File: src/rtl/cva_pkg.sv
package cva_pkg;

  // Binary expansions with 96 fractional bits: pi/4, and the fraction of pi.
  localparam logic [95:0] QPI_FRAC = 96'hC90FDAA22168C234C4C6628B;
  localparam logic [95:0] PI_FRAC  = 96'h243F6A8885A308D313198A2E;

  // Inverse CORDIC gain, round(Kinv * 2^64).
  localparam logic [63:0] KINV = 64'h9B74EDA8435E5A68;

  typedef struct packed {
    logic valid;
    logic neg_x;
    logic neg_y;
  } cva_flags_t;

  // Restoring division by a small odd divisor, elaboration only.
  function automatic logic [63:0] udiv_small(input logic [63:0] num, input logic [6:0] d);
    logic [7:0]  rem;
    logic [63:0] q;
    rem = '0;
    q   = '0;
    for (int b = 63; b >= 0; b--) begin
      rem = {rem[6:0], num[b]};
      if (rem >= {1'b0, d}) begin
        rem  = rem - {1'b0, d};
        q[b] = 1'b1;
      end
    end
    return q;
  endfunction

  // atan(2^-idx) at scale 2^64 from the alternating series, each term rounded.
  function automatic logic [63:0] atan_raw(input int idx);
    logic [63:0] t;
    logic [63:0] num;
    logic [63:0] term;
    int          m;
    int          e;
    t = '0;
    for (int k = 0; k < 32; k++) begin
      m = 2 * k + 1;
      e = 64 - idx * m;
      if (e >= 0) begin
        num  = (64'd1 << e) + 64'(m >> 1);
        term = udiv_small(num, 7'(m));
        if ((k & 1) != 0) t = t - term;
        else              t = t + term;
      end
    end
    return t;
  endfunction

  // Angle step for one iteration, rounded half up to frac fractional bits.
  function automatic logic [63:0] angle_entry(input int idx, input int frac);
    logic [96:0] q;
    logic [64:0] t;
    if (idx == 0) begin
      q = {1'b0, QPI_FRAC} + (97'd1 << (95 - frac));
      return 64'(q >> (96 - frac));
    end
    t = {1'b0, atan_raw(idx)} + (65'd1 << (63 - frac));
    return 64'(t >> (64 - frac));
  endfunction

  function automatic logic [63:0] pi_fixed(input int frac);
    logic [96:0] q;
    q = {1'b0, PI_FRAC} + (97'd1 << (95 - frac));
    return (64'd3 << frac) + 64'(q >> (96 - frac));
  endfunction

endpackage

File: src/rtl/cva_post.sv
module cva_post #(
  parameter int WIDTH     = 32,
  parameter int FRAC_BITS = 28
) (
  input  logic                    clk,
  input  logic                    rst_n,
  input  cva_pkg::cva_flags_t     flags_in,
  input  logic signed [WIDTH+2:0] x_in,
  input  logic signed [((FRAC_BITS+4 > WIDTH+1) ? FRAC_BITS+4 : WIDTH+1)-1:0] z_in,
  output logic                    valid_out,
  output logic signed [WIDTH-1:0] magnitude_out,
  output logic signed [WIDTH-1:0] angle_out
);
  import cva_pkg::*;

  localparam int XW = WIDTH + 3;
  localparam int ZW = (FRAC_BITS + 4 > WIDTH + 1) ? FRAC_BITS + 4 : WIDTH + 1;
  localparam int NC = (XW - 1 + 31) / 32;
  localparam int MW = NC * 32;
  localparam int PW = MW + 64;

  localparam logic [63:0]          PI64    = pi_fixed(FRAC_BITS);
  localparam logic signed [ZW-1:0] PI_Z    = ZW'(PI64);
  localparam logic signed [ZW-1:0] ANG_MAX = {{(ZW-WIDTH+1){1'b0}}, {(WIDTH-1){1'b1}}};
  localparam logic signed [ZW-1:0] ANG_MIN = ~ANG_MAX;
  localparam logic [MW-1:0]        MAG_MAX = {{(MW-WIDTH+1){1'b0}}, {(WIDTH-1){1'b1}}};

  // Stage 1: 32x32 partial products of x and the gain constant.
  cva_flags_t           f1_r;
  logic                 xneg1_r;
  logic signed [ZW-1:0] z1_r;
  logic [63:0]          pp_r [NC][2];
  logic [MW-1:0]        xpad;

  // Stage 2: one row per x chunk; quadrant correction of the angle.
  cva_flags_t           f2_r;
  logic                 xneg2_r;
  logic signed [ZW-1:0] z2_r, z2_nxt;
  logic [95:0]          row_r [NC];

  // Stage 3: final sum, rounding, sign of the angle and saturation.
  logic                 valid_r;
  logic [WIDTH-1:0]     mag_r, mag_nxt;
  logic [WIDTH-1:0]     ang_r, ang_nxt;
  logic [PW-1:0]        acc;
  logic [MW-1:0]        mag_full;
  logic signed [ZW-1:0] zn;

  assign xpad = MW'(x_in[XW-2:0]);

  always_ff @(posedge clk) begin
    for (int j = 0; j < NC; j++) begin
      for (int h = 0; h < 2; h++) begin
        pp_r[j][h] <= {32'b0, xpad[32*j +: 32]} * {32'b0, KINV[32*h +: 32]};
      end
    end
    xneg1_r <= x_in[XW-1];
    z1_r    <= z_in;
  end

  assign z2_nxt = f1_r.neg_x ? PI_Z - z1_r : z1_r;

  always_ff @(posedge clk) begin
    for (int j = 0; j < NC; j++) begin
      row_r[j] <= {32'b0, pp_r[j][0]} + {pp_r[j][1], 32'b0};
    end
    xneg2_r <= xneg1_r;
    z2_r    <= z2_nxt;
  end

  always_comb begin
    // Round half up before dropping the 64 fraction bits of the gain.
    acc = PW'(1) << 63;
    for (int j = 0; j < NC; j++) begin
      acc = acc + (PW'(row_r[j]) << (32 * j));
    end
    mag_full = acc[PW-1:64];
    if (xneg2_r)                mag_nxt = '0;
    else if (mag_full > MAG_MAX) mag_nxt = MAG_MAX[WIDTH-1:0];
    else                         mag_nxt = mag_full[WIDTH-1:0];

    zn = f2_r.neg_y ? -z2_r : z2_r;
    if (zn > ANG_MAX)      ang_nxt = ANG_MAX[WIDTH-1:0];
    else if (zn < ANG_MIN) ang_nxt = ANG_MIN[WIDTH-1:0];
    else                   ang_nxt = zn[WIDTH-1:0];
  end

  always_ff @(posedge clk) begin
    mag_r <= mag_nxt;
    ang_r <= ang_nxt;
  end

  always_ff @(posedge clk) begin
    if (!rst_n) begin
      f1_r    <= '0;
      f2_r    <= '0;
      valid_r <= 1'b0;
    end else begin
      f1_r    <= flags_in;
      f2_r    <= f1_r;
      valid_r <= f2_r.valid;
    end
  end

  assign valid_out     = valid_r;
  assign magnitude_out = mag_r;
  assign angle_out     = ang_r;

endmodule

File: config.mk
export PLATFORM = sky130hd
export DESIGN_NAME = cva_post
export DESIGN_NICKNAME = d
export VERILOG_FILES = /design/src/rtl/cva_pkg.sv /design/src/rtl/cva_post.sv
export SDC_FILE = /design/constraint.sdc
export NUM_CORES = 2
export LEC_CHECK = 0
export ABC_CLOCK_PERIOD_IN_PS = 11200
export BUFFER_PORTS_ARGS = -buffer_cell sky130_fd_sc_hd__buf_2
export CORE_AREA = 2 2 344 346
export DETAILED_ROUTE_END_ITERATION = 7
export DIE_AREA = 0 0 346 348
export PLACE_DENSITY = 0.59
export RECOVER_POWER = 100
export SLEW_MARGIN = 15
export SYNTH_ARGS = -nofsm -noshare
export SYNTH_HDL_FRONTEND = slang
export SYNTH_SLANG_ARGS = --single-unit
File: constraint.sdc
create_clock -name clk -period 11.2 [get_ports clk]
set_input_delay 2.24 -clock clk [delete_from_list [all_inputs] [get_ports clk]]
set_output_delay 2.24 -clock clk [all_outputs]
set_load 0.02 [all_outputs]
Word-level counts from Yosys, hierarchy flattened
Memory sizes are Yosys's and may differ from the RTL's.
Cells that the tools add are included.
{"block": "word_totals", "regBits": 138, "mem_bits_rw": 434, "inputBits": 73, "memories": 2}
{"name": "pp_r", "depth": 2, "word_bits": 121, "read_ports": 2, "rd_clocked_by_memory_dff": 0, "write_ports": 2, "line": "cva_post.sv:32", "text": "logic [63:0] pp_r [NC][2];"}
{"name": "row_r", "depth": 2, "word_bits": 96, "read_ports": 2, "rd_clocked_by_memory_dff": 0, "write_ports": 2, "line": "cva_post.sv:39", "text": "logic [95:0] row_r [NC];"}
{"block": "op_classes", "n_addsub": 6, "multipliers": 4, "n_lt_le_gt_ge": 3, "mux": 4, "n_reduce_logical": 1}
{"operator": "$add A64 B96 Y96", "n": 2}
{"operator": "$add A97 B128 Y128", "n": 1}
{"operator": "$add A64 B96 Y97 const A", "n": 1}
{"operator": "$mux W33", "n": 2}
{"operator": "$gt A64 B31 Y1 const B", "n": 1}
{"operator": "$mul A32 B29 Y61 const B", "n": 1}
{"operator": "$mul A32 B28 Y60 const B", "n": 1}
{"operator": "$gt A33 B32 Y1 const B", "n": 1}
{"operator": "$lt A33 B32 Y1 const B", "n": 1}
{"operator": "$neg A33 Y33", "n": 1}
{"operator": "$sub A31 B33 Y33 const A", "n": 1}
{"operator": "$mux W32", "n": 1}
{"operator": "$mul A2 B29 Y31 const B", "n": 1}
{"operator": "$mux W31", "n": 1}
{"operator": "$mul A2 B28 Y30 const B", "n": 1}
{"operator": "$reduce_or A2 Y1", "n": 1}

Depth between registers and ports, before layout
An unclocked memory read counts as a cell.
{"block": "logic_depth", "word_depth": 5, "ltp_mapped": 26}

Worst setup path before layout
No wires, ideal clock.
{"block": "synth_path", "kind": "input-to-reg", "start": "input port x_in[9]", "end": "memory pp_r[0][58] in the netlist's numbering", "setup_time_ns": 0.119, "arrival_ns": 8.860, "path_slack_ns": 2.221, "stages": 22, "n_path_buf": 1, "path_cell_list": "inv_1 -> fa_1 -> fa_1 -> inv_1 -> fa_1 -> fa_1 -> fa_1 -> fa_1 -> fa_1 -> inv_1 -> fa_1 -> inv_1 -> ha_1 -> clkbuf_1 -> nand2_1 -> nor2_1 -> nand3_1 -> o31ai_1 -> a211oi_1 -> o41ai_1 -> a31oi_1 -> xnor2_1"}
{"item": "from (decl)", "line": "cva_post.sv:8", "text": "input logic signed [WIDTH+2:0] x_in,"}
{"item": "to (decl)", "line": "cva_post.sv:32"}

==> run summary <==
Yosys reg bits: 302
die footprint: 120000 sq um
CP cell instances: clkbuf_1 -> ha_1 -> inv_1 -> fa_1 -> inv_1 -> fa_1 -> fa_1 -> fa_1 -> fa_1 -> fa_1 -> inv_1 -> fa_1 -> inv_1 -> ha_1 -> nand2_1 -> nor2_1 -> nand3_1 -> o31ai_1 -> a211oi_1 -> o41ai_1 -> nor4b_1 -> a311oi_1
CP Max Fanout: 17
Hold/Removal Path Class: reg2reg
Placement Setup Slack: 0.989 ns
CP Launch Type: input port
initial DRC count: 2208
DR vias: 32800
Routed wire per std cell: 20.9 microns
Clock Sinks: 302
final worst slack: 0.923 ns
Mapped Cells: 4681
detailed placement HPWL: 116000 microns
first-pass detailed-route iteration total: 6
worst rel slew slack: -96.6%
Root Driver: clkbuf_16
initial antenna violation count: 3
setup violators final: 0
Warnings, synthesis: 0
fin. max-slew vios: 49
worst slew pin tran: 2.92 ns
Hold Vio Cnt, Final: 0
Total GRT Usage: 22.5%
first-pass GRT wire length: 206000 microns
Mapped Nets: 6323
clk_lat worst skew: 0.55 ns
synthesis-to-finish area growth: 7.71%
outcome: complete, but fails checks
minimum clock period: 10.28 ns
CTS Buffer Depth: 3
largest net degree at the start of global routing: 34
Layout Nets: 6445
Crit. End Element: flop
CP Data Required Time: 11.65 ns
TNS Setup: 0 ns
Synth Cell Area: 46300 sq um
CTS tree: built
# port buffers: 137
crit path DAT: 10.73 ns
H-tree levels: 2
syn avg cell area: 9.89 sq um
skew final: 0.0206 ns
RSZ-0062 raised after global routing: false
vias in the first global route: 34500
failing checks: max-capacitance violations, max-slew violations
most frequent CP cell: fa_1
cell family with most CP delay: adder cells
critical path's largest stage delay: 1.13 ns
design area: 49900 sq um
ys async rst share: 0%
Routed WL: 133000 microns
Hold-fix buffers, CTS: 0
layout cells sized above 1: 3.33%
period utilization: 91.8%
Via density: 5.14
kind of critical path: in2reg
antenna-violating nets left: 0
Starting Density: 39.6%
Main synth FF type: dfxtp_1
Die X: 346 microns
number of synthesized flops with an enable pin: 0
count of cell types in the netlist: 81
I/O pins: 138
Post-route DRC: 0
leading cell type in the layout, fill and taps excluded: inv_1
die height: 348 microns
row cnt: 126
setup bufs post-CTS: 0
CTS buffer count: 38
Seq/Total Area, Yosys: 13.1%
clock slew at reported path FFs: 0.06 ns
DP Area: 48800 sq um
global route overflow: 0
GPL Wtd Cong: 0.972
WP buf/inv: 5
commonest non-fill, non-tap cells in the layout: inv_1 (1237), fa_1 (825), ha_1 (744)
Max-cap violations: 2
# resized after CTS: 0
Crit-path slowest cell: clkbuf_1
achievable clock frequency: 97.3 MHz
core box area: 117000 sq um
## cell type report
| class | count | area (sq um) |
|---|---|---|
| antenna | 2 | 5.00 |
| sequential | 302 | 6050 |
| fill | 11500 | 67100 |
| clock buffer | 53 | 1150 |
| multi-input combinational | 3065 | 35200 |
| clock inverter | 16 | 205 |
| timing repair buffer | 158 | 716 |
| inverter | 1238 | 4650 |
| tap | 1536 | 1920 |
## synth_stat cells (all sizes together) (24+ instances only)
cell type,number,area [sq um]
a21o,91,683
nand3,54,270
nand4,45,282
xor2,81,709
o21bai,28,210
nor3,36,180
a211oi,29,218
o211ai,24,180
dfxtp,302,6050
a31oi,52,325
o21a,35,263
xnor2,119,1060
nor2,120,453
o21ai,133,741
nand2,164,618
inv,1237,4640
a21oi,178,891
fa,825,16500
ha,744,9310
clkbuf,70,263
## per-stage QoR
stage                     cells  hold WS, ns  utilization (%)
after floorplan            4681        0.310                -
after global placement     6299        0.311             41.7
after detailed placement   6299        0.312             41.7
after CTS                  6368        0.329             42.9
after global routing       6368        0.342             42.6
final                      6370        0.326             42.6
## kinds of logic after synthesis
family,count (synthesis),share of synthesized area (%)
flip-flops,302,13.1
buffers and inverters,1314,10.7
adder cells (fa/ha/maj),1572,55.9
XOR/XNOR,200,3.82
other,1,0.00810
multiplexers,4,0.0865
AO/OA/AOI/OAI,675,9.53
AND/OR/NAND/NOR,613,6.93
## routing by layer
| layer | vias to the layer above | global-route usage [%] | share of wire (%) |
|---|---|---|---|
| li1 | 15200 | - | - |
| met1 | 16300 | 30.3 | 44 |
| met2 | 1103 | 36.5 | 45 |
| met3 | 223 | 3.99 | 6.9 |
| met4 | 2 | 7.71 | 3.9 |
| met5 | - | 0 | 0.0098 |
## registers in the layout (all words and copies together) (netlist names), 2 cells and up
name and cells:
pp_r 96, angle_out 32, z1_r 33, magnitude_out 32
f2_r 2, row_r 68, z2_r 33, f1_r 3
## path summary, 6_finish.rpt
| check | startpoint | endpoint | slack (ns) | cells after the start |
|---|---|---|---|---|
| max reg2reg | row_r[0][159]$_DFF_P_ | magnitude_out[12]$_SDFF_PP0_ | 4.73 | 12 |
| min reg2reg | pp_r[1][85]$_DFF_P_ | row_r[0][158]$_DFF_P_ | 0.33 | 0 |
| max | x_in[0] | pp_r[0][54]$_DFF_P_ | 0.92 | 22 |
| min | pp_r[1][85]$_DFF_P_ | row_r[0][158]$_DFF_P_ | 0.33 | 0 |
Power is not shown: default switching activity piles up to over one toggle a cycle in this logic, so the estimate is an artifact.
