File: src/rtl/cva_pkg.sv
package cva_pkg;

  // Binary expansions with 96 fractional bits: pi/4, and the fraction of pi.
  localparam logic [95:0] QPI_FRAC = 96'hC90FDAA22168C234C4C6628B;
  localparam logic [95:0] PI_FRAC  = 96'h243F6A8885A308D313198A2E;

  // Inverse CORDIC gain, round(Kinv * 2^64).
  localparam logic [63:0] KINV = 64'h9B74EDA8435E5A68;

  typedef struct packed {
    logic valid;
    logic neg_x;
    logic neg_y;
  } cva_flags_t;

  // Restoring division by a small odd divisor, elaboration only.
  function automatic logic [63:0] udiv_small(input logic [63:0] num, input logic [6:0] d);
    logic [7:0]  rem;
    logic [63:0] q;
    rem = '0;
    q   = '0;
    for (int b = 63; b >= 0; b--) begin
      rem = {rem[6:0], num[b]};
      if (rem >= {1'b0, d}) begin
        rem  = rem - {1'b0, d};
        q[b] = 1'b1;
      end
    end
    return q;
  endfunction

  // atan(2^-idx) at scale 2^64 from the alternating series, each term rounded.
  function automatic logic [63:0] atan_raw(input int idx);
    logic [63:0] t;
    logic [63:0] num;
    logic [63:0] term;
    int          m;
    int          e;
    t = '0;
    for (int k = 0; k < 32; k++) begin
      m = 2 * k + 1;
      e = 64 - idx * m;
      if (e >= 0) begin
        num  = (64'd1 << e) + 64'(m >> 1);
        term = udiv_small(num, 7'(m));
        if ((k & 1) != 0) t = t - term;
        else              t = t + term;
      end
    end
    return t;
  endfunction

  // Angle step for one iteration, rounded half up to frac fractional bits.
  function automatic logic [63:0] angle_entry(input int idx, input int frac);
    logic [96:0] q;
    logic [64:0] t;
    if (idx == 0) begin
      q = {1'b0, QPI_FRAC} + (97'd1 << (95 - frac));
      return 64'(q >> (96 - frac));
    end
    t = {1'b0, atan_raw(idx)} + (65'd1 << (63 - frac));
    return 64'(t >> (64 - frac));
  endfunction

  function automatic logic [63:0] pi_fixed(input int frac);
    logic [96:0] q;
    q = {1'b0, PI_FRAC} + (97'd1 << (95 - frac));
    return (64'd3 << frac) + 64'(q >> (96 - frac));
  endfunction

endpackage

File: src/rtl/cva_prep.sv
module cva_prep #(
  parameter int WIDTH = 32
) (
  input  logic                      clk,
  input  logic                      rst_n,
  input  logic                      accept,
  input  logic signed [WIDTH-1:0]   y_in,
  input  logic signed [WIDTH-1:0]   x_in,
  output cva_pkg::cva_flags_t       flags_out,
  output logic signed [WIDTH+2:0]   x_out,
  output logic signed [WIDTH+2:0]   y_out
);
  import cva_pkg::*;

  localparam int XW = WIDTH + 3;
  localparam logic [WIDTH-1:0] MIN_CODE = {1'b1, {(WIDTH-1){1'b0}}};
  localparam logic [WIDTH-1:0] MAX_CODE = {1'b0, {(WIDTH-1){1'b1}}};

  cva_flags_t           flags_r;
  logic signed [XW-1:0] x_r;
  logic signed [XW-1:0] y_r;
  logic [WIDTH-1:0]     ax;
  logic [WIDTH-1:0]     ay;

  // Most negative code saturates to the most positive one.
  always_comb begin
    if (!x_in[WIDTH-1])        ax = x_in;
    else if (x_in == MIN_CODE) ax = MAX_CODE;
    else                       ax = -x_in;
    if (!y_in[WIDTH-1])        ay = y_in;
    else if (y_in == MIN_CODE) ay = MAX_CODE;
    else                       ay = -y_in;
  end

  always_ff @(posedge clk) begin
    if (!rst_n) begin
      flags_r <= '0;
    end else begin
      flags_r <= '{valid: accept, neg_x: x_in[WIDTH-1], neg_y: y_in[WIDTH-1]};
    end
  end

  always_ff @(posedge clk) begin
    x_r <= {3'b000, ax};
    y_r <= {3'b000, ay};
  end

  assign flags_out = flags_r;
  assign x_out     = x_r;
  assign y_out     = y_r;

endmodule

File: config.mk
export PLATFORM = sky130hd
export DESIGN_NAME = cva_prep
export DESIGN_NICKNAME = d
export VERILOG_FILES = /design/src/rtl/cva_pkg.sv /design/src/rtl/cva_prep.sv
export SDC_FILE = /design/constraint.sdc
export NUM_CORES = 1
export LEC_CHECK = 0
export BUFFER_PORTS_ARGS = -buffer_cell sky130_fd_sc_hd__buf_4
export CAP_MARGIN = 20
export CELL_PAD_IN_SITES_DETAIL_PLACEMENT = 1
export CELL_PAD_IN_SITES_GLOBAL_PLACEMENT = 1
export CORE_MARGIN = 8
export CORE_UTILIZATION = 25
export CTS_CLUSTER_DIAMETER = 100
export DETAILED_ROUTE_END_ITERATION = 8
export PLACE_DENSITY = 0.64
export RECOVER_POWER = 100
export SYNTH_ARGS = -nofsm -noshare
export SYNTH_HDL_FRONTEND = slang
export SYNTH_SLANG_ARGS = --single-unit
File: constraint.sdc
create_clock -name clk -period 6.5 [get_ports clk]
set_input_delay 1.95 -clock clk [delete_from_list [all_inputs] [get_ports clk]]
set_output_delay 1.95 -clock clk [all_outputs]
set_load 0.02 [all_outputs]
# [Word level (Yosys, flattened, before mapping)]
# Index checks and enable logic that the tools add are counted.
[word_totals] input_bits=67 output_inout_bits=73 register_bits=67
[op_classes] n_bitwise=2 n_eq_ne=2 n_addsub=2 n_mux=4 reduce_logical=2
[ops] cell="$mux 31" count=4
[ops] cell="$eq 32x32->1 const B" count=2
[ops] cell="$neg 32->32" count=2
[ops] cell="$reduce_or 2->1" count=2
[ops] cell="$not 1->1" count=2

# [Depth between registers and ports, before layout]
# Gate-level depths: netlist of the first run.
[logic_depth] depth_word=3 mapped_depth=8

# [Worst setup path before layout of the first run]
# No wires, ideal clock.
[synth_path] path_type="input port to flip-flop" from="in x_in[0]" to="reg x_r[28] (netlist: x_out[28])" stages=7 path_slack_ps=2488 path_buffers=0 t_required_ps=6364 arrival_time_ps=3876 setup_time_ps=136 cell_sequence="inv_1 ha_1 or3b_2 or4_4 or4_4 a211oi_2 a31oi_1"
[synth_between] elab_chain_len=3 elab_cells_between_ends=4 cone_classes="add/sub: 1; eq/ne: 1; mux: 2"
[synth_rtl] element="start: declaration" line="cva_prep.sv:8" text="input logic signed [WIDTH-1:0] x_in,"
[synth_rtl] element="$neg 32->32 / $eq 32x32->1 (equally long branches)" line="cva_prep.sv:29, cva_prep.sv:28"
[synth_rtl] element="$mux 31 *" line="cva_prep.sv:28" text="else if (x_in == MIN_CODE) ax = MAX_CODE;"
[synth_rtl] element="$mux 31 *" line="cva_prep.sv:27" text="if (!x_in[WIDTH-1]) ax = x_in;"
[synth_rtl] element="named net ax[28]" line="cva_prep.sv:22" text="logic [WIDTH-1:0] ax;"
[synth_rtl] element="end signal: assignment" line="cva_prep.sv:44" text="x_r <= {3'b000, ax};"
[synth_rtl] element="end: declaration" line="cva_prep.sv:20" text="logic signed [XW-1:0] x_r;"
# The timed path passes the listed nets; every way through them passes the cells marked *.
# A chain may end at the register's enable or synchronous reset.

# [Final worst setup path of the first run]
[layout_path] from="in x_in[0]" to="reg x_r[1] (netlist: x_out[1])"
# The elaborated chain is that of the path after synthesis.

==> flow_summary_export.csv, run 1 <==
group,metric,value,unit
status,status,"complete, but fails checks",
status,violations,"max-capacitance violations, max-slew violations",
critical_path,cp-start-kind,"input port",
logic_synthesis,seq_area_frac_synth,42.6,%
grt,met2_usage,21.0,%
floorplan,dieArea,16500,µm²
grt,grt_use_total,12.9,%
grt,grt.overflow.total,0,
pwr,p_int,0.830,mW
detailed_routing,routedWlPerCell,15.8,µm
pwr,ir_drop,0.000104,V
timing,fmax,209,MHz
grt,grt_pass1_wl,16.9,mm
critical_path,crit_fanout,12,
detailed_routing,vias,3036,
clocking,root_buffer,"clkbuf_16",
pwr,p_sw,0.328,mW
grt,met3_usage,5.66,%
logic_synthesis,yosys_warnings,0,
logic_synthesis,synth.avg_cell_area,8.90,µm²
pwr,p_leak,1.76,nW
logic_synthesis,synth_area_leader_cell,"dfxtp_1",
timing,rsz0062_at_grt,"no",
flow_run,drv_cap,1,
floorplan,ios,140,
hold_path,whs_endpoint,"y_out[27]$_DFF_P_",
floorplan,dieHeight,128,µm
detailed_routing,antenna_left,0,
timing,fin_crit_sh,73.5,%
hold_path,hp-class,"in2reg",
critical_path,end_kind,"register",
place,gp_congestion,0.782,
logic_synthesis,synth_cells,354,
pwr,seq_power_share,39.6,%
timing,drv_slew,39,
clocking,cts.htree.levels,3,
logic_synthesis,synth_top_flop_cell,"dfxtp_1",
finish,area_growth,36.1,%
finish,final_nets,550,
logic_synthesis,netlist_area,3150,µm²
detailed_routing,drt_pass1_iterations,4,
pwr,comb_power_share,17.6,%
detailed_routing,drtIter0Drc,107,
floorplan,start_util,25.3,%
clocking,cts_tree,"done",
logic_synthesis,yosysTopAreaCellShare,42.6,%
grt,grt_pass1_vias,3302,
logic_synthesis,ys_ff_latch,67,
finish,antenna_cells,0,
clocking,holdBufCountCts,0,
finish,final_util,34.4,%
detailed_routing,wl,10.4,mm
place,portBuffers,133,
timing,hold_violations,0,
clocking,clkSinkCount,67,
timing,tightest_slew,1.57,ns
logic_synthesis,async_flop_share,0,%
detailed_routing,drc,0,
pwr,p_clk_share,42.8,%
floorplan,rows,41,
timing,setup-tns-final,0,ns
pwr,switching_share,28.3,%
grt,use_met1,14.5,%
logic_synthesis,synth.area.top_cells,"dfxtp_1 43%, xor2_1 8.6%, nand2_1 5.7%",
critical_path,critPathArrivalTime,5.00,ns
critical_path,required,6.73,ns
clocking,clk_pin_slew,0.06,ns
critical_path,criticalPathCategory,"in2reg",
hold_path,min_delay_path_depth,2,
place,hpwlAfterDp,8.23,mm
logic_synthesis,yosys.cell_types.count,45,
grt,top_usage_layer,"met2",
clocking,numCtsBuffers,9,
pwr,power_density,270,nW/µm²
logic_synthesis,synth_edf_count,0,
grt,grt_max_degree,39,
finish,final_layout_size_suffix_gt1_share,18.9,%
timing,slew_headroom,-4.60,%
logic_synthesis,synth_most_common_cell,"dfxtp_1",
detailed_routing,vias_per_cell,4.61,
timing,finalSetupViolations,0,
clocking,cts_buffer_depth,2,
hold_path,hp-start,"y_in[27]",
floorplan,die_w,128,µm
clocking,post_cts_buffers,0,
clocking,ctsResizeCount,0,
grt,antenna_found_initial,0,
floorplan,coreArea,12500,µm²
timing,period_minus_slack,4.77,ns
logic_synthesis,ys_top_cells_by_count,"67 x dfxtp_1, 48 x nand2_1, 31 x xor2_1, 20 x nor2_1, 20 x o21ai_0",
-- sequential cells by signal (all words and copies together), names as in the netlist --
name	flops
y_out	32
x_out	32
flags_out	3
-- power by group through the flow --
stage | Clock [mW] | Combinational (mW) | Sequential (mW)
2_1_floorplan | 0 | 0.0681 | 0.516
3_3_place_gp | 0 | 0.236 | 0.469
3_5_place_dp | 0 | 0.238 | 0.469
4_1_cts | 0.514 | 0.239 | 0.460
5_1_grt | 0.531 | 0.225 | 0.462
6_report | 0.496 | 0.204 | 0.459
-- how the worst max path moves through the flow --
stage             start                 to  slack, ns  cells past startpoint
3_3_place_gp    x_in[0]  x_out[28]$_DFF_P_       2.19                      8
6_report        x_in[0]   x_out[1]$_DFF_P_       1.73                      8
5_1_grt        x_in[31]   x_out[1]$_DFF_P_       1.29                      5
2_1_floorplan   x_in[0]  x_out[28]$_DFF_P_       2.49                      7
4_1_cts         x_in[0]  x_out[28]$_DFF_P_       2.48                      8
3_5_place_dp    x_in[0]  x_out[28]$_DFF_P_       2.12                      8
-- cell type report --
class	instances	area, µm²
clock buffer	10	239
clock inverter	6	65.1
fill	1543	8180
inverter	9	33.8
multi-input combinational	260	1660
sequential	67	1340
tap	172	215
timing repair buffer	134	732
-- placed cells by master, fill, tap and decap left out, drive strengths merged, types with 2 or more instances in the layout --
cell / count
nand2: 48
or4: 9
o31ai: 13
and2: 4
o41ai: 10
clkinv: 4
and3: 2
dfxtp: 67
nor4: 8
mux2i: 8
clkbuf: 83
or4b: 3
a31oi: 3
o31a: 6
mux2: 2
nor2: 20
nand3: 3
a21oi: 10
xor2: 31
nand4: 3
or2: 4
o21ai: 20
inv: 9
conb: 6
nor2b: 2
buf: 61
nand2b: 6
xnor2: 3
ha: 2
nor3: 15
or3: 9
a211oi: 3
-- worst max-delay path, stage by stage --
cell and delay [ns]:
clkbuf_1 0.10, inv_1 0.09, ha_1 0.18, or3b_2 0.49, or4_1 0.65, nor4_1 1.24
o21ai_0 0.16, o21ai_0 0.14
-- through the flow --
step	instances	power [mW]	setup slack [ns]	area (µm²)	hold slack [ns]
6_report	658	1.16	1.73	4290	1.82
5_1_grt	658	1.22	1.29	4290	1.81
4_1_cts	658	1.21	2.48	4580	1.80
3_5_place_dp	642	0.707	2.12	4280	2.16
3_3_place_gp	642	0.705	2.19	4280	2.15
2_1_floorplan	359	0.584	2.49	3170	2.04
-- per-layer routing --
| layer | vias up | routed length, µm |
|---|---|---|
| met4 | 0 | 125 |
| met2 | 104 | 4760 |
| met5 | - | 0 |
| met3 | 10 | 1020 |
| met1 | 1423 | 4490 |
| li1 | 1499 | - |
-- logic make-up (layout without fill, tap and decap cells) --
| family | after synthesis | after routing | share of synthesized area, % |
|---|---|---|---|
| compound gates | 68 | 68 | 15.6 |
| flops | 67 | 67 | 42.6 |
| simple gates | 140 | 140 | 23.6 |
| mux | 10 | 10 | 3.26 |
| buf+inv | 32 | 159 | 4.65 |
| xor+xnor | 34 | 34 | 9.45 |
| other cells | 1 | 6 | 0.119 |
| fa+ha+maj | 2 | 2 | 0.794 |
Power figures use the tool's default switching activity.
==> run 2: changes to the inputs <==
--- a/config.mk
+++ b/config.mk
@@ -5,6 +5,7 @@
 export SDC_FILE = /design/constraint.sdc
 export NUM_CORES = 1
 export LEC_CHECK = 0
+export ABC_AREA = 1
 export BUFFER_PORTS_ARGS = -buffer_cell sky130_fd_sc_hd__buf_4
 export CAP_MARGIN = 20
 export CELL_PAD_IN_SITES_DETAIL_PLACEMENT = 1
@@ -13,7 +14,7 @@
 export CORE_UTILIZATION = 25
 export CTS_CLUSTER_DIAMETER = 100
 export DETAILED_ROUTE_END_ITERATION = 8
-export PLACE_DENSITY = 0.64
+export PLACE_DENSITY = 0.65
 export RECOVER_POWER = 100
 export SYNTH_ARGS = -nofsm -noshare
 export SYNTH_HDL_FRONTEND = slang
==> constraint.sdc (replaced) <==
create_clock -name clk -period 4.8 [get_ports clk]
set_input_delay 1.44 -clock clk [delete_from_list [all_inputs] [get_ports clk]]
set_output_delay 1.44 -clock clk [all_outputs]
set_load 0.02 [all_outputs]
==> run 2 against run 1 <==
The run now ends clean. Global-route usage rose by 2.2 points. Critical path depth rose by 1. Non-clock buffer count fell by 1. Clock power rose by 24%. Routed wire length rose by 43%. Utilization fell by 1.4 points. Via count rose by 42%. Sequential cell count did not move. Critical path type unchanged. Critical endpoint is now y_out[6]$_DFF_P_.
==> flow_summary_export.csv, run 2 <==
group,metric,value,unit
status,status,"finished clean",
logic_synthesis,synth_most_common_cell,"nand2_1",
timing,drv_slew,0,
critical_path,criticalPathCategory,"in2reg",
timing,timing.final.ws_setup,1.15,ns
pwr,p_leak,2.61,nW
grt,antenna_found_initial,0,
clocking,ctsResizeCount,0,
logic_synthesis,synth.area.top_cells,"dfxtp_1 34%, nand2_1 18%, nand3_1 12%",
timing,fmax,274,MHz
hold_path,hp-class,"in2reg",
floorplan,die_w,141,µm
logic_synthesis,synth_edf_count,0,
logic_synthesis,seq_area_frac_synth,34.3,%
finish,mostFrequentLayoutCells,"188 x nand2_1, 95 x nand3_1, 89 x nor2_1",
logic_synthesis,netlist_area,3910,µm²
detailed_routing,antenna_left,0,
finish,area_growth,28.8,%
logic_synthesis,yosys_warnings,0,
detailed_routing,wl,14.9,mm
clocking,cts.htree.levels,3,
finish,final_common_cell,"nand2_1",
flow_run,drv_cap,0,
critical_path,critPathArrivalTime,3.89,ns
finish,final_layout_size_suffix_gt1_share,13.8,%
timing,rsz0062_at_grt,"no",
logic_synthesis,synth_top_flop_cell,"dfxtp_1",
timing,period_minus_slack,3.65,ns
logic_synthesis,yosys.cell_types.count,28,
detailed_routing,vias_per_cell,4.47,
logic_synthesis,async_flop_share,0,%
detailed_routing,drt_pass1_iterations,4,
clocking,numCtsBuffers,9,
grt,grt_pass1_wl,23.8,mm
finish,antenna_cells,0,
detailed_routing,routedWlPerCell,15.4,µm
clocking,clk_pin_slew,0.06,ns
logic_synthesis,yosysTopAreaCellShare,34.3,%
floorplan,coreArea,15300,µm²
timing,tightest_slew,1.32,ns
critical_path,crit_fanout,29,
timing,slew_headroom,11.5,%
clocking,holdBufCountCts,0,
logic_synthesis,ys_top_cells_by_count,"187 x nand2_1, 92 x nand3_1, 87 x nor2_1, 81 x inv_1, 67 x dfxtp_1",
timing,hold_violations,0,
clocking,root_buffer,"clkbuf_16",
timing,fin_crit_sh,76.1,%
place,gp_congestion,0.864,
critical_path,end_kind,"register",
clocking,clkSinkCount,67,
clocking,post_cts_buffers,0,
grt,grt.overflow.total,0,
grt,grt_max_degree,44,
floorplan,start_util,25.6,%
floorplan,rows,45,
grt,grt_use_total,15.1,%
finish,final_util,33.0,%
detailed_routing,drc,0,
logic_synthesis,synth.avg_cell_area,6.25,µm²
floorplan,dieArea,19900,µm²
place,portBuffers,133,
logic_synthesis,synth_cells,625,
clocking,cts_tree,"done",
floorplan,ios,140,
critical_path,required,5.03,ns
finish,n_fill_cell,2018,
detailed_routing,drtIter0Drc,192,
grt,grt_pass1_vias,4710,
finish,multi_input_area,2090,µm²
clocking,cts_buffer_depth,2,
finish,final-seq-area,1340,µm²
detailed_routing,vias,4325,
pwr,ir_drop,0.000152,V
floorplan,dieHeight,141,µm
logic_synthesis,synth_area_leader_cell,"dfxtp_1",
logic_synthesis,ys_ff_latch,67,
place,pre_cts_slack,1.47,ns
finish,final_nets,820,
place,hpwlAfterDp,12.2,mm
timing,setup-tns-final,0,ns
critical_path,cp-start-kind,"input port",
pwr,p_total,1.53,mW
timing,finalSetupViolations,0,
hold_path,min_delay_path_depth,3,
pwr,power_density,304,nW/µm²
-- run 2: cell count changes in the layout (fill, tap and decap cells not counted), moves of 7 or more --
| cell | before | now |
|---|---|---|
| o21ai_0 | 20 | 28 |
| nor3_1 | 15 | 4 |
| nor2_1 | 20 | 89 |
| nor4_1 | 8 | 1 |
| nand3_2 | 0 | 12 |
| nand3_1 | 3 | 95 |
| o31ai_1 | 13 | 0 |
| or3_1 | 9 | 0 |
| mux2i_1 | 8 | 0 |
| inv_1 | 9 | 82 |
| a21oi_1 | 10 | 0 |
| nand3b_1 | 1 | 12 |
| nand2_1 | 48 | 188 |
| xor2_1 | 31 | 0 |
-- run 2: power breakdown --
part | switching, mW | internal, mW | total, mW
sequential | 0.0141 | 0.601 | 0.615
clock | 0.241 | 0.377 | 0.617
combinational | 0.195 | 0.101 | 0.296
-- run 2: through the flow --
stage / hold WS (ns) / instances / area [µm²]
global route: 1.30 / 967 / 5030
floorplan: 1.53 / 630 / 3930
CTS: 1.27 / 967 / 5320
finish: 1.29 / 967 / 5030
detailed placement: 1.64 / 951 / 5040
global placement: 1.62 / 951 / 5040
-- run 2: per-layer routing --
layer / vias up / GRT usage (%) / share of wire [%]
met2: 106 / 27.8 / 51
li1: 2186 / - / -
met3: 10 / 5.27 / 5.9
met4: 0 / 4.24 / 1.3
met1: 2023 / 15.9 / 41
met5: - / 0 / 0
-- run 2: cell type report --
cell class | count | area share, %
well taps | 211 | 5.25
clock buffers | 14 | 5.25
repair buffers | 133 | 14.8
flip-flops and latches | 67 | 26.7
multi-input cells | 456 | 41.6
inverters | 84 | 6.27
clock inverters | 2 | 0.199
-- run 2: critical path: stages --
cell and delay [ns]:
clkbuf_4 0.11, inv_1 0.08, ha_1 0.18, nand2_1 0.11
inv_1 0.09, nand2_1 0.07, nor2_1 0.34, nand3_1 1.02
nand3b_1 0.42
-- run 2: cell families (layout without fill, tap and decap cells) --
group / Yosys count / after routing / synth area share, %
and+or+nand+nor: 416 / 416 / 48.8
buffers and inverters: 107 / 233 / 11.8
DFF: 67 / 67 / 34.3
AOI/OAI and AO/OA: 30 / 30 / 3.97
adders and majority gates: 2 / 2 / 0.640
xor gates and xnor gates: 2 / 2 / 0.448
other: 1 / 6 / 0.0960
-- run 2: worst paths after layout --
kind	startpoint	endpoint
worst max-delay path	y_in[0]	y_out[6]$_DFF_P_
worst min-delay path	accept	flags_out[2]$_SDFF_PN0_
