[config.mk]
export PLATFORM = sky130hd
export DESIGN_NAME = cva_stage
export DESIGN_NICKNAME = d
export VERILOG_FILES = /design/src/rtl/cva_pkg.sv /design/src/rtl/cva_stage.sv
export SDC_FILE = /design/constraint.sdc
export NUM_CORES = 1
export LEC_CHECK = 0
export ABC_CLOCK_PERIOD_IN_PS = 4700
export BUFFER_PORTS_ARGS = -buffer_cell sky130_fd_sc_hd__buf_2
export CAP_MARGIN = 20
export CORE_MARGIN = 3
export CORE_UTILIZATION = 55
export DETAILED_ROUTE_END_ITERATION = 12
export PLACE_DENSITY = 0.82
export SLEW_MARGIN = 15
export SYNTH_ARGS = -nofsm -noshare
export SYNTH_HDL_FRONTEND = slang
export SYNTH_SLANG_ARGS = --single-unit
export TNS_END_PERCENT = 30
[constraint.sdc]
create_clock -name clk -period 4.7 [get_ports clk]
set_input_delay 0.235 -clock clk [delete_from_list [all_inputs] [get_ports clk]]
set_output_delay 0.235 -clock clk [all_outputs]
set_load 0.02 [all_outputs]
[src/rtl/cva_pkg.sv]
package cva_pkg;

  // Binary expansions with 96 fractional bits: pi/4, and the fraction of pi.
  localparam logic [95:0] QPI_FRAC = 96'hC90FDAA22168C234C4C6628B;
  localparam logic [95:0] PI_FRAC  = 96'h243F6A8885A308D313198A2E;

  // Inverse CORDIC gain, round(Kinv * 2^64).
  localparam logic [63:0] KINV = 64'h9B74EDA8435E5A68;

  typedef struct packed {
    logic valid;
    logic neg_x;
    logic neg_y;
  } cva_flags_t;

  // Restoring division by a small odd divisor, elaboration only.
  function automatic logic [63:0] udiv_small(input logic [63:0] num, input logic [6:0] d);
    logic [7:0]  rem;
    logic [63:0] q;
    rem = '0;
    q   = '0;
    for (int b = 63; b >= 0; b--) begin
      rem = {rem[6:0], num[b]};
      if (rem >= {1'b0, d}) begin
        rem  = rem - {1'b0, d};
        q[b] = 1'b1;
      end
    end
    return q;
  endfunction

  // atan(2^-idx) at scale 2^64 from the alternating series, each term rounded.
  function automatic logic [63:0] atan_raw(input int idx);
    logic [63:0] t;
    logic [63:0] num;
    logic [63:0] term;
    int          m;
    int          e;
    t = '0;
    for (int k = 0; k < 32; k++) begin
      m = 2 * k + 1;
      e = 64 - idx * m;
      if (e >= 0) begin
        num  = (64'd1 << e) + 64'(m >> 1);
        term = udiv_small(num, 7'(m));
        if ((k & 1) != 0) t = t - term;
        else              t = t + term;
      end
    end
    return t;
  endfunction

  // Angle step for one iteration, rounded half up to frac fractional bits.
  function automatic logic [63:0] angle_entry(input int idx, input int frac);
    logic [96:0] q;
    logic [64:0] t;
    if (idx == 0) begin
      q = {1'b0, QPI_FRAC} + (97'd1 << (95 - frac));
      return 64'(q >> (96 - frac));
    end
    t = {1'b0, atan_raw(idx)} + (65'd1 << (63 - frac));
    return 64'(t >> (64 - frac));
  endfunction

  function automatic logic [63:0] pi_fixed(input int frac);
    logic [96:0] q;
    q = {1'b0, PI_FRAC} + (97'd1 << (95 - frac));
    return (64'd3 << frac) + 64'(q >> (96 - frac));
  endfunction

endpackage

[src/rtl/cva_stage.sv]
module cva_stage #(
  parameter int WIDTH     = 32,
  parameter int FRAC_BITS = 28,
  parameter int IDX       = 0
) (
  input  logic                    clk,
  input  logic                    rst_n,
  input  logic [6:0]              n_iter,
  input  cva_pkg::cva_flags_t     flags_in,
  input  logic signed [WIDTH+2:0] x_in,
  input  logic signed [WIDTH+2:0] y_in,
  input  logic signed [((FRAC_BITS+4 > WIDTH+1) ? FRAC_BITS+4 : WIDTH+1)-1:0] z_in,
  output cva_pkg::cva_flags_t     flags_out,
  output logic signed [WIDTH+2:0] x_out,
  output logic signed [WIDTH+2:0] y_out,
  output logic signed [((FRAC_BITS+4 > WIDTH+1) ? FRAC_BITS+4 : WIDTH+1)-1:0] z_out
);
  import cva_pkg::*;

  localparam int XW = WIDTH + 3;
  localparam int ZW = (FRAC_BITS + 4 > WIDTH + 1) ? FRAC_BITS + 4 : WIDTH + 1;
  localparam logic [63:0]          ANG64 = angle_entry(IDX, FRAC_BITS);
  localparam logic signed [ZW-1:0] ANG   = ZW'(ANG64);
  localparam logic [6:0]           IDX7  = 7'(IDX);

  cva_flags_t           flags_r;
  logic signed [XW-1:0] x_r, x_nxt;
  logic signed [XW-1:0] y_r, y_nxt;
  logic signed [ZW-1:0] z_r, z_nxt;
  logic signed [XW-1:0] xs, ys;

  always_comb begin
    xs    = x_in >>> IDX;
    ys    = y_in >>> IDX;
    x_nxt = x_in;
    y_nxt = y_in;
    z_nxt = z_in;
    // Pass the item through once the configured count is used up.
    if (n_iter > IDX7) begin
      if (!y_in[XW-1]) begin
        x_nxt = x_in + ys;
        y_nxt = y_in - xs;
        z_nxt = z_in + ANG;
      end else begin
        x_nxt = x_in - ys;
        y_nxt = y_in + xs;
        z_nxt = z_in - ANG;
      end
    end
  end

  always_ff @(posedge clk) begin
    if (!rst_n) begin
      flags_r <= '0;
    end else begin
      flags_r <= flags_in;
    end
  end

  always_ff @(posedge clk) begin
    x_r <= x_nxt;
    y_r <= y_nxt;
    z_r <= z_nxt;
  end

  assign flags_out = flags_r;
  assign x_out     = x_r;
  assign y_out     = y_r;
  assign z_out     = z_r;

endmodule

* Word level (Yosys, flattened, before mapping)
Index checks and enable logic that the tools add are counted.
Operators by class: bitwise logic cells 0, shift-type cells 0, divide/modulo/power cells 0, order comparisons 1, multiply operators 0, reduce and logical (&&, ||, !) cells 0, $add $sub $neg 5, mux-type cells 6, equal/unequal tests 0
Operators with widths (count):
- 35-bit 2-to-1 mux | 4
- 35-bit subtractor | 2
- 33-bit 2-to-1 mux | 2
- 35-bit adder | 1
- 33-bit by 29-bit adder with 33-bit output (second input constant) | 1
- 33-bit by 29-bit subtractor with 33-bit output (second input constant) | 1
- 7-bit by 1-bit > comparator with 1-bit output (second input constant) | 1
Word-level totals: memories 0, bits in latches 0, bits of input ports 115, word-level logic and storage cells 18, memory bits (read-only) 0, bits in writable memories 0, output and inout bits 106, flip-flop bits (word level) 106

* Depth between registers and ports, before layout
Gate-level depths: netlist of run 1.
word-level depth 3, depth in mapped cells 15, mapped depth without buffers 13

* Worst setup path after synthesis of run 1
OpenSTA, ideal clock, no wires.
kind input port to flip-flop, start point input y_in[34], end point register z_r[31], in the netlist z_out[31], path slack 1.027 ns, path buffers 3, setup time 0.087 ns, required time 4.613 ns, stages 15, arrival 3.586 ns, cells stage by stage clkbuf_1 inv_1 clkbuf_1 clkbuf_1 ha_1 nor2b_1 o31a_1 o21ai_0 o21ai_1 a31o_2 a41oi_1 a21bo_2 o31ai_1 o21a_1 o31ai_1
On the way: word-level cells in the longest chain between the ends 2
Ends and longest elaborated chain:
- from (decl) | line cva_stage.sv:11 | input logic signed [WIDTH+2:0] y_in,
- 33-bit 2-to-1 mux | line cva_stage.sv:40 | if (!y_in[XW-1]) begin
- 33-bit 2-to-1 mux | line cva_stage.sv:39 | if (n_iter > IDX7) begin
- named net z_nxt[31] | line cva_stage.sv:29 | logic signed [ZW-1:0] z_r, z_nxt;
- to (signal assigned) | line cva_stage.sv:63 | z_r <= z_nxt;
- to (decl) | line cva_stage.sv:29
The timed path passes the listed nets, and every way through them passes these cells. A chain may end at the register's enable or synchronous reset.

* Worst setup path after layout of run 1
start point input x_in[19], end point register y_r[30], in the netlist y_out[30]
On the way: word-level cells in the longest chain between the ends 3, elaborated cells between the ends (all ways) 4, those cells by class add/sub (2); mux (2)
Ends and longest elaborated chain:
- from (decl) | line cva_stage.sv:10 | input logic signed [WIDTH+2:0] x_in,
- 35-bit subtractor / 35-bit adder (equally long branches) | line cva_stage.sv:42, cva_stage.sv:46
- 35-bit 2-to-1 mux * | line cva_stage.sv:40
- 35-bit 2-to-1 mux * | line cva_stage.sv:39
- named net y_nxt[30] | line cva_stage.sv:28 | logic signed [XW-1:0] y_r, y_nxt;
- to (signal assigned) | line cva_stage.sv:62 | y_r <= y_nxt;
- to (decl) | line cva_stage.sv:28
Mark *: on every way through the listed nets, which the timed path passes. The rest lies on a longest branch.

==> results of run 1 <==
==> cell families (layout without fill, tap and decap cells) <==
kind of cell               count (synthesis)  in the layout  synth area share (%)
DFF                                      106            106                  20.0
muxes                                     17             17                  1.63
other                                      0              2                     0
buffers and inverters                    190            362                  7.11
xor gates and xnor gates                  89             89                  7.34
AOI/OAI and AO/OA                        511            511                  30.4
and+or+nand+nor                          390            390                  17.2
adders and majority gates                136            136                  16.3
==> area by class of cell <==
class                           instances  area, um^2
Antenna cell                            2        5.00
Clock buffer                           11         233
Clock inverter                          5        61.3
Fill cell                            1692        6730
Inverter                              119         447
Multi-Input combinational cell       1143        7750
Sequential cell                       106        2120
Tap cell                              260         325
Timing Repair Buffer                  227        1160
==> worst max-delay path, stage by stage <==
cell and delay, ns:
sky130_fd_sc_hd__buf_2 0.12, sky130_fd_sc_hd__inv_1 0.05, sky130_fd_sc_hd__ha_1 0.51, sky130_fd_sc_hd__a21oi_1 0.35, sky130_fd_sc_hd__o21ai_0 0.21, sky130_fd_sc_hd__a221oi_1 0.35, sky130_fd_sc_hd__o31ai_1 0.16, sky130_fd_sc_hd__o41ai_1 0.65
sky130_fd_sc_hd__o21ai_0 0.30, sky130_fd_sc_hd__a211oi_1 0.29, sky130_fd_sc_hd__a21oi_1 0.08, sky130_fd_sc_hd__xnor2_1 0.20, sky130_fd_sc_hd__a21oi_1 0.08
==> synth_stat cells (all sizes together), types with 5 or more instances <==
cell type | number | area share [%]
nor2b | 16 | 0.94
or4 | 5 | 0.39
a21oi | 202 | 9.6
o21bai | 22 | 1.6
o21a | 12 | 0.85
dfxtp | 106 | 20
buf | 28 | 1.4
or2 | 8 | 0.47
nor4 | 10 | 0.59
mux2i | 15 | 1.4
nor3 | 23 | 1.1
a211oi | 15 | 1.1
or3 | 10 | 0.59
a21boi | 5 | 0.35
nand4 | 11 | 0.79
inv | 118 | 4.2
o31ai | 14 | 1.1
nand2b | 11 | 0.65
xor2 | 24 | 2.0
nor2 | 152 | 5.5
xnor2 | 65 | 5.4
o21ai | 122 | 5.8
a31oi | 19 | 1.1
a21o | 36 | 2.6
a2111oi | 7 | 1.0
clkbuf | 43 | 1.5
o221ai | 7 | 0.75
nand3 | 26 | 1.2
and2 | 9 | 0.53
nand2 | 90 | 3.2
and3 | 8 | 0.47
o31a | 6 | 0.51
ha | 132 | 16
==> power by group <==
part | internal, mW | switching [mW] | leakage (nW)
clock network | 0.420 | 0.382 | 0.145
logic | 0.633 | 1.07 | 4.69
registers | 1.10 | 0.0489 | 0.894
==> metrics by stage <==
stage          std cells  util [%]  setup slack, ns
3_5_place_dp        1854      62.6             1.06
6_report            1873      64.3             1.32
5_1_grt             1872      64.3             1.18
2_1_floorplan       1439         -             1.03
4_1_cts             1871      64.2             1.44
3_3_place_gp        1854      62.6             1.19
==> worst paths after layout <==
kind	slack (ns)	endpoint	cells after the start
min	0.06	flags_out[2]$_SDFF_PN0_	2
max	1.32	y_out[30]$_DFF_P_	13
==> sequential cells by signal, indices dropped and copies added, names as in the netlist <==
register and cells:
z_out 33, flags_out 3, x_out 35, y_out 35
==> per-layer routing <==
metal	GRT usage (%)	routed length (um)	up-vias
met4	8.50	930	2
li1	-	-	5399
met3	6.06	2830	80
met1	40.2	14000	5052
met5	0	13	-
met2	47.1	14300	536
==> summary.md, run 1 <==
| Metric | Value |
|---|---|
| Pin count of the biggest net entering global routing | `64` |
| Number of warnings reported in the yosys synthesis log | `0` |
| Commonest non-fill, non-tap cell in the layout | `sky130_fd_sc_hd__buf_2` |
| Via count of the first global-routing pass | `10.3k` |
| Floorplan die area | `0.0210 mm^2` |
| First-pass GRT wire length | `52.0 mm` |
| Number of nets in the synthesized netlist | `1690` |
| Total number of clock tree sinks | `106` |
| Clock transition time at the flip-flop clock pins of the worst setup and hold paths | `0.08 ns` |
| Cell row count | `50` |
| Final Setup Violations | `0` |
| Final critical delay including setup and external delays | `3.38 ns` |
| Max-capacitance violation count | `0` |
| CTS tree | `yes` |
| P&R area growth vs syn | `14.0%` |
| Starting density of the core | `56.4%` |
| Cell area after placement | `0.0118 mm^2` |
| Post-Route Hold Slack | `0.0649 ns` |
| H-tree Lvls | `3` |
| Min-Delay Startpoint | `flags_in[2]` |
| Cell area after layout | `0.0121 mm^2` |
| Most used cells in the layout excluding fill and tap cells | `sky130_fd_sc_hd__buf_2 (219), sky130_fd_sc_hd__a21oi_1 (199), sky130_fd_sc_hd__nor2_1 (150)` |
| RSZ-0062 raised after global routing | `false` |
| Register area share after synthesis | `20.0%` |
| Count of hold-fix buffers inserted at cts | `1` |
| Crit path max fanout | `16` |
| VDD IR max | `0.000186 V` |
| CTS resizes | `0` |
| GRT Total Usage | `29.4%` |
| Max-slew violation total from the final report | `0` |
| Via density per instance | `5.91` |
| Sum of net half-perimeters after detailed placement | `25.0 mm` |
| FMAX | `296 MHz` |
| Worst setup path startpoint | `x_in[19]` |
| Post-DR wirelength/cell | `17.2 um` |
| CTS buffer count | `9` |
| Kind of end point of the critical path | `register` |
| Total of flip-flops plus latches after synthesis | `106` |
| Post-Syn Instances | `1439` |
| Setup Total Neg Slack | `0 ns` |
| Period Utilization, post-route | `71.9%` |
| Worst path required time | `4.92 ns` |
| Number of flops mapped to enable cells by yosys | `0` |
| Result of the run | `completed` |
| Actual slew at the worst max-slew pin | `0.701 ns` |
| Total overflow reported by the global router | `0` |
| Total leakage power | `5.73 nW` |
| Core area | `0.0188 mm^2` |
| Die extent in x | `145 um` |
| Top-level port count | `221` |
| Synth unique cells | `83` |
| Count of buffers inserted at the top-level ports | `220` |
| Number of vias in the routed layout | `11.1k` |
| CTS Root Buffer Type | `sky130_fd_sc_hd__clkbuf_16` |
| Post-Syn Area per Cell | `7.38 um^2` |
| Die height | `145 um` |
| Antenna violations before repair | `2` |
| Number of buffers on the longest clock path | `2` |
| Most frequently used flop master after synthesis | `sky130_fd_sc_hd__dfxtp_1` |
| Critical path class | `in -> reg` |
| Routability congestion estimate | `0.989` |
| Total number of nets in the final design | `1857` |
| DRC violation count after routing | `0` |
| Total power divided by cell area | `302 mW/mm^2` |
| Share of layout cells above drive strength 1 | `17.7%` |
| Design Power | `3.66 mW` |
| Initial detailed-routing violation count | `1050` |
| Hold/Removal Path Class | `in -> reg` |
| FFs w/ async S/R, synth | `0%` |
| Post-CTS setup repair buffer count | `0` |
| Area of the mapped netlist | `0.0106 mm^2` |
| Headroom to the max-slew limit | `53.2%` |
| Post-Route WL | `32.1 mm` |
| Number of detailed-routing iterations run before antenna repair | `8` |
| Startpoint types | `primary input` |
| CP Data Arrival Time | `3.60 ns` |
| Detail Route Antenna Nets | `0` |
| Number of failing hold endpoints at the final stage | `0` |
(Power assumes the default switching activity.)
==> run 2: changes to the inputs <==
--- a/config.mk
+++ b/config.mk
@@ -5,13 +5,13 @@
 export SDC_FILE = /design/constraint.sdc
 export NUM_CORES = 1
 export LEC_CHECK = 0
-export ABC_CLOCK_PERIOD_IN_PS = 4700
+export ABC_CLOCK_PERIOD_IN_PS = 3100
 export BUFFER_PORTS_ARGS = -buffer_cell sky130_fd_sc_hd__buf_2
 export CAP_MARGIN = 20
 export CORE_MARGIN = 3
-export CORE_UTILIZATION = 55
+export CORE_UTILIZATION = 51
 export DETAILED_ROUTE_END_ITERATION = 12
-export PLACE_DENSITY = 0.82
+export PLACE_DENSITY = 0.8
 export SLEW_MARGIN = 15
 export SYNTH_ARGS = -nofsm -noshare
 export SYNTH_HDL_FRONTEND = slang
==> constraint.sdc (replaced) <==
create_clock -name clk -period 3.1 [get_ports clk]
set_input_delay 0.155 -clock clk [delete_from_list [all_inputs] [get_ports clk]]
set_output_delay 0.155 -clock clk [all_outputs]
set_load 0.02 [all_outputs]
==> run 2 against run 1 <==
Via count rose by 4.0%. Count of clock-buffer cells in the layout is 1 lower. Sequential power increased by 51%. Power grew 57%. Wire length increased by 7.3%. Cell count rose by 6.5%. Critical path depth is 1 higher. Non-clock buffer count increased by 114. Clock power rose by 47%. Sequential share of layout area shrank 1.2 points. First-iteration DRC count is 6.4% higher. Critical endpoint is now y_out[34]$_DFF_P_. Largest cell class unchanged.
==> summary.md, run 2 (synthesis results as in run 1) <==
| Metric | Value |
|---|---|
| Final Setup Violations | `0 (unchanged)` |
| Clock transition time at the flip-flop clock pins of the worst setup and hold paths | `0.09 ns (about the same)` |
| Cell row count | `52 (+4.0%)` |
| H-tree Lvls | `3 (unchanged)` |
| Initial detailed-routing violation count | `1117 (+6.4%)` |
| Design Power | `5.74 mW (+57%)` |
| Sum of net half-perimeters after detailed placement | `27.7 mm (+11%)` |
| CP Data Arrival Time | `3.14 ns (-0.46 ns)` |
| Cell area after layout | `0.0130 mm^2 (+7.3%)` |
| Comb pwr share | `49.0% (+2.3 points)` |
| Total internal power | `3.35 mW (+56%)` |
| GRT Total Usage | `29.4% (+0.030 points)` |
| FMAX | `343 MHz` |
| Critical path class | `in -> reg` |
| Routability congestion estimate | `1.03 (+4.5%)` |
| Total leakage power | `6.28 nW (+9.5%)` |
| RSZ-0062 raised after global routing | `false` |
| Diode insertion count for antenna repair | `0 (-2)` |
| Setup Total Neg Slack | `0 ns (unchanged)` |
| Top-level port count | `221 (unchanged)` |
| Post-DR wirelength/cell | `17.3 um (+0.78%)` |
| Via density per instance | `5.77 (-2.3%)` |
| Startpoint types | `primary input` |
| Result of the run | `completed` |
| Min-Delay Startpoint | `flags_in[1]` |
| Final critical delay including setup and external delays | `2.92 ns` |
| Die height | `150 um (+3.7%)` |
| CTS tree | `yes` |
| Total number of nets in the final design | `1971 (+6.1%)` |
| Kind of end point of the critical path | `register` |
| Total number of clock tree sinks | `106 (unchanged)` |
| Antenna violations before repair | `2 (unchanged)` |
| Post-Route WL | `34.5 mm (+7.3%)` |
| Pin count of the biggest net entering global routing | `51 (-20%)` |
| Utilization after layout | `63.8% (-0.50 points)` |
| Starting density of the core | `52.1% (-4.2 points)` |
| VDD IR max | `0.000332 V (+79%)` |
| Floorplan die area | `0.0226 mm^2 (+7.5%)` |
| Commonest non-fill, non-tap cell in the layout | `sky130_fd_sc_hd__buf_2` |
| Hold worst-path end | `flags_out[1]$_SDFF_PN0_` |
| Max-capacitance violation count | `0 (unchanged)` |
| Net switching share of the total power | `41.6% (+0.48 points)` |
| Number of buffers on the longest clock path | `2 (unchanged)` |
| Flop pwr share | `30.4% (-1.0 points)` |
| Cell area after placement | `0.0127 mm^2 (+7.3%)` |
| Detail Route Antenna Nets | `0 (unchanged)` |
| Share of layout cells above drive strength 1 | `23.1% (+5.4 points)` |
| Relative contribution of the clock network to total power | `20.6% (-1.3 points)` |
| Post-Route Hold Slack | `0.00211 ns (-0.0628 ns)` |
| Most used cells in the layout excluding fill and tap cells | `sky130_fd_sc_hd__buf_2 (219), sky130_fd_sc_hd__a21oi_1 (199), sky130_fd_sc_hd__nor2_1 (150)` |
| Actual slew at the worst max-slew pin | `0.621 ns (-0.0802 ns)` |
| Hold/Removal Path Class | `in -> reg` |
| First-pass GRT wire length | `53.9 mm (+3.6%)` |
| Total power divided by cell area | `442 mW/mm^2 (+46%)` |
| CTS Root Buffer Type | `sky130_fd_sc_hd__clkbuf_16` |
| Max-slew violation total from the final report | `0 (unchanged)` |
| Period Utilization, post-route | `94.1%` |
| Number of failing hold endpoints at the final stage | `0 (unchanged)` |
| Die extent in x | `150 um (+3.7%)` |
| Headroom to the max-slew limit | `58.6% (+5.3 points)` |
| Fillcell total | `1813 (+7.2%)` |
| Worst path required time | `3.33 ns (-1.59 ns)` |
| Number of vias in the routed layout | `11.5k (+4.0%)` |
| DRC violation count after routing | `0 (unchanged)` |
| Total overflow reported by the global router | `0 (unchanged)` |
| Worst hold path depth | `2 (unchanged)` |
| CTS buffer count | `9 (unchanged)` |
| P&R area growth vs syn | `22.3%` |
| Count of buffers inserted at the top-level ports | `220 (unchanged)` |
| Switching power summed over all nets | `2.39 mW (+59%)` |
| Crit path max fanout | `3 (-13)` |
| Core area | `0.0204 mm^2 (+8.1%)` |
| Number of detailed-routing iterations run before antenna repair | `5 (-3)` |
| Via count of the first global-routing pass | `10.7k (+3.6%)` |
## run 2: worst max-delay path: stages
cell	delay (ns)
sky130_fd_sc_hd__buf_2	0.12
sky130_fd_sc_hd__ha_1	0.23
sky130_fd_sc_hd__fa_1	0.42
sky130_fd_sc_hd__nor2b_1	0.17
sky130_fd_sc_hd__o21ai_1	0.14
sky130_fd_sc_hd__buf_4	0.15
sky130_fd_sc_hd__a211oi_2	0.11
sky130_fd_sc_hd__o21bai_2	0.22
sky130_fd_sc_hd__a211oi_1	0.16
sky130_fd_sc_hd__or4_4	0.54
sky130_fd_sc_hd__a221o_1	0.39
sky130_fd_sc_hd__xnor2_1	0.14
sky130_fd_sc_hd__o21ai_1	0.11
sky130_fd_sc_hd__o31ai_1	0.08
## run 2: stage by stage
step | instances | setup WS (ns)
4_1_cts | 1995 | 0.165
3_5_place_dp | 1975 | -0.198
2_1_floorplan | 1439 | 0.0686
5_1_grt | 1995 | 0.0142
3_3_place_gp | 1975 | -0.104
6_report | 1995 | 0.184
## run 2: cell type report
class | instances | area (um^2) | area share, %
multi-input cells | 1143 | 7760 | 59.7
repair buffers | 341 | 2030 | 15.7
inverters | 119 | 447 | 3.44
flip-flops and latches | 106 | 2120 | 16.3
well taps | 270 | 338 | 2.60
clock inverters | 6 | 58.8 | 0.453
clock buffers | 10 | 229 | 1.76
## run 2: repair_timing
action                                  CTS  global route
endpoints found under the hold margin     4             0
setup buffers                             0             0
hold buffers                              4             0
gates resized for setup                   0             3
endpoints found under the setup margin    0             2
## run 2: routing by layer
metal / vias up / share of wire (%) / wire length, um / track usage, %
li1: 5639 / - / - / -
met3: 85 / 9.2 / 3190 / 6.32
met1: 5237 / 44 / 15100 / 40.8
met2: 552 / 44 / 15100 / 46.0
met5: - / 0.096 / 33 / 0
met4: 4 / 2.9 / 999 / 8.65
## run 2: worst max path at each step
| stage | startpoint | end | slack, ns | cells past startpoint |
|---|---|---|---|---|
| after detailed placement | x_in[6] | x_out[33]$_DFF_P_ | -0.20 | 14 |
| after global routing | y_in[0] | y_out[22]$_DFF_P_ | 0.01 | 15 |
| after floorplan | y_in[34] | z_out[31]$_DFF_P_ | 0.07 | 15 |
| after global placement | x_in[0] | y_out[34]$_DFF_P_ | -0.10 | 14 |
| after CTS | x_in[6] | x_out[33]$_DFF_P_ | 0.17 | 14 |
| final | x_in[0] | y_out[34]$_DFF_P_ | 0.18 | 14 |
## run 2: power groups by stage
stage | clock network, mW | logic [mW] | registers, mW
global route | 1.24 | 3.05 | 1.77
global placement | 0 | 2.73 | 1.77
CTS | 1.20 | 2.77 | 1.74
floorplan | 0 | 1.37 | 2.17
finish | 1.18 | 2.81 | 1.74
detailed placement | 0 | 2.75 | 1.77
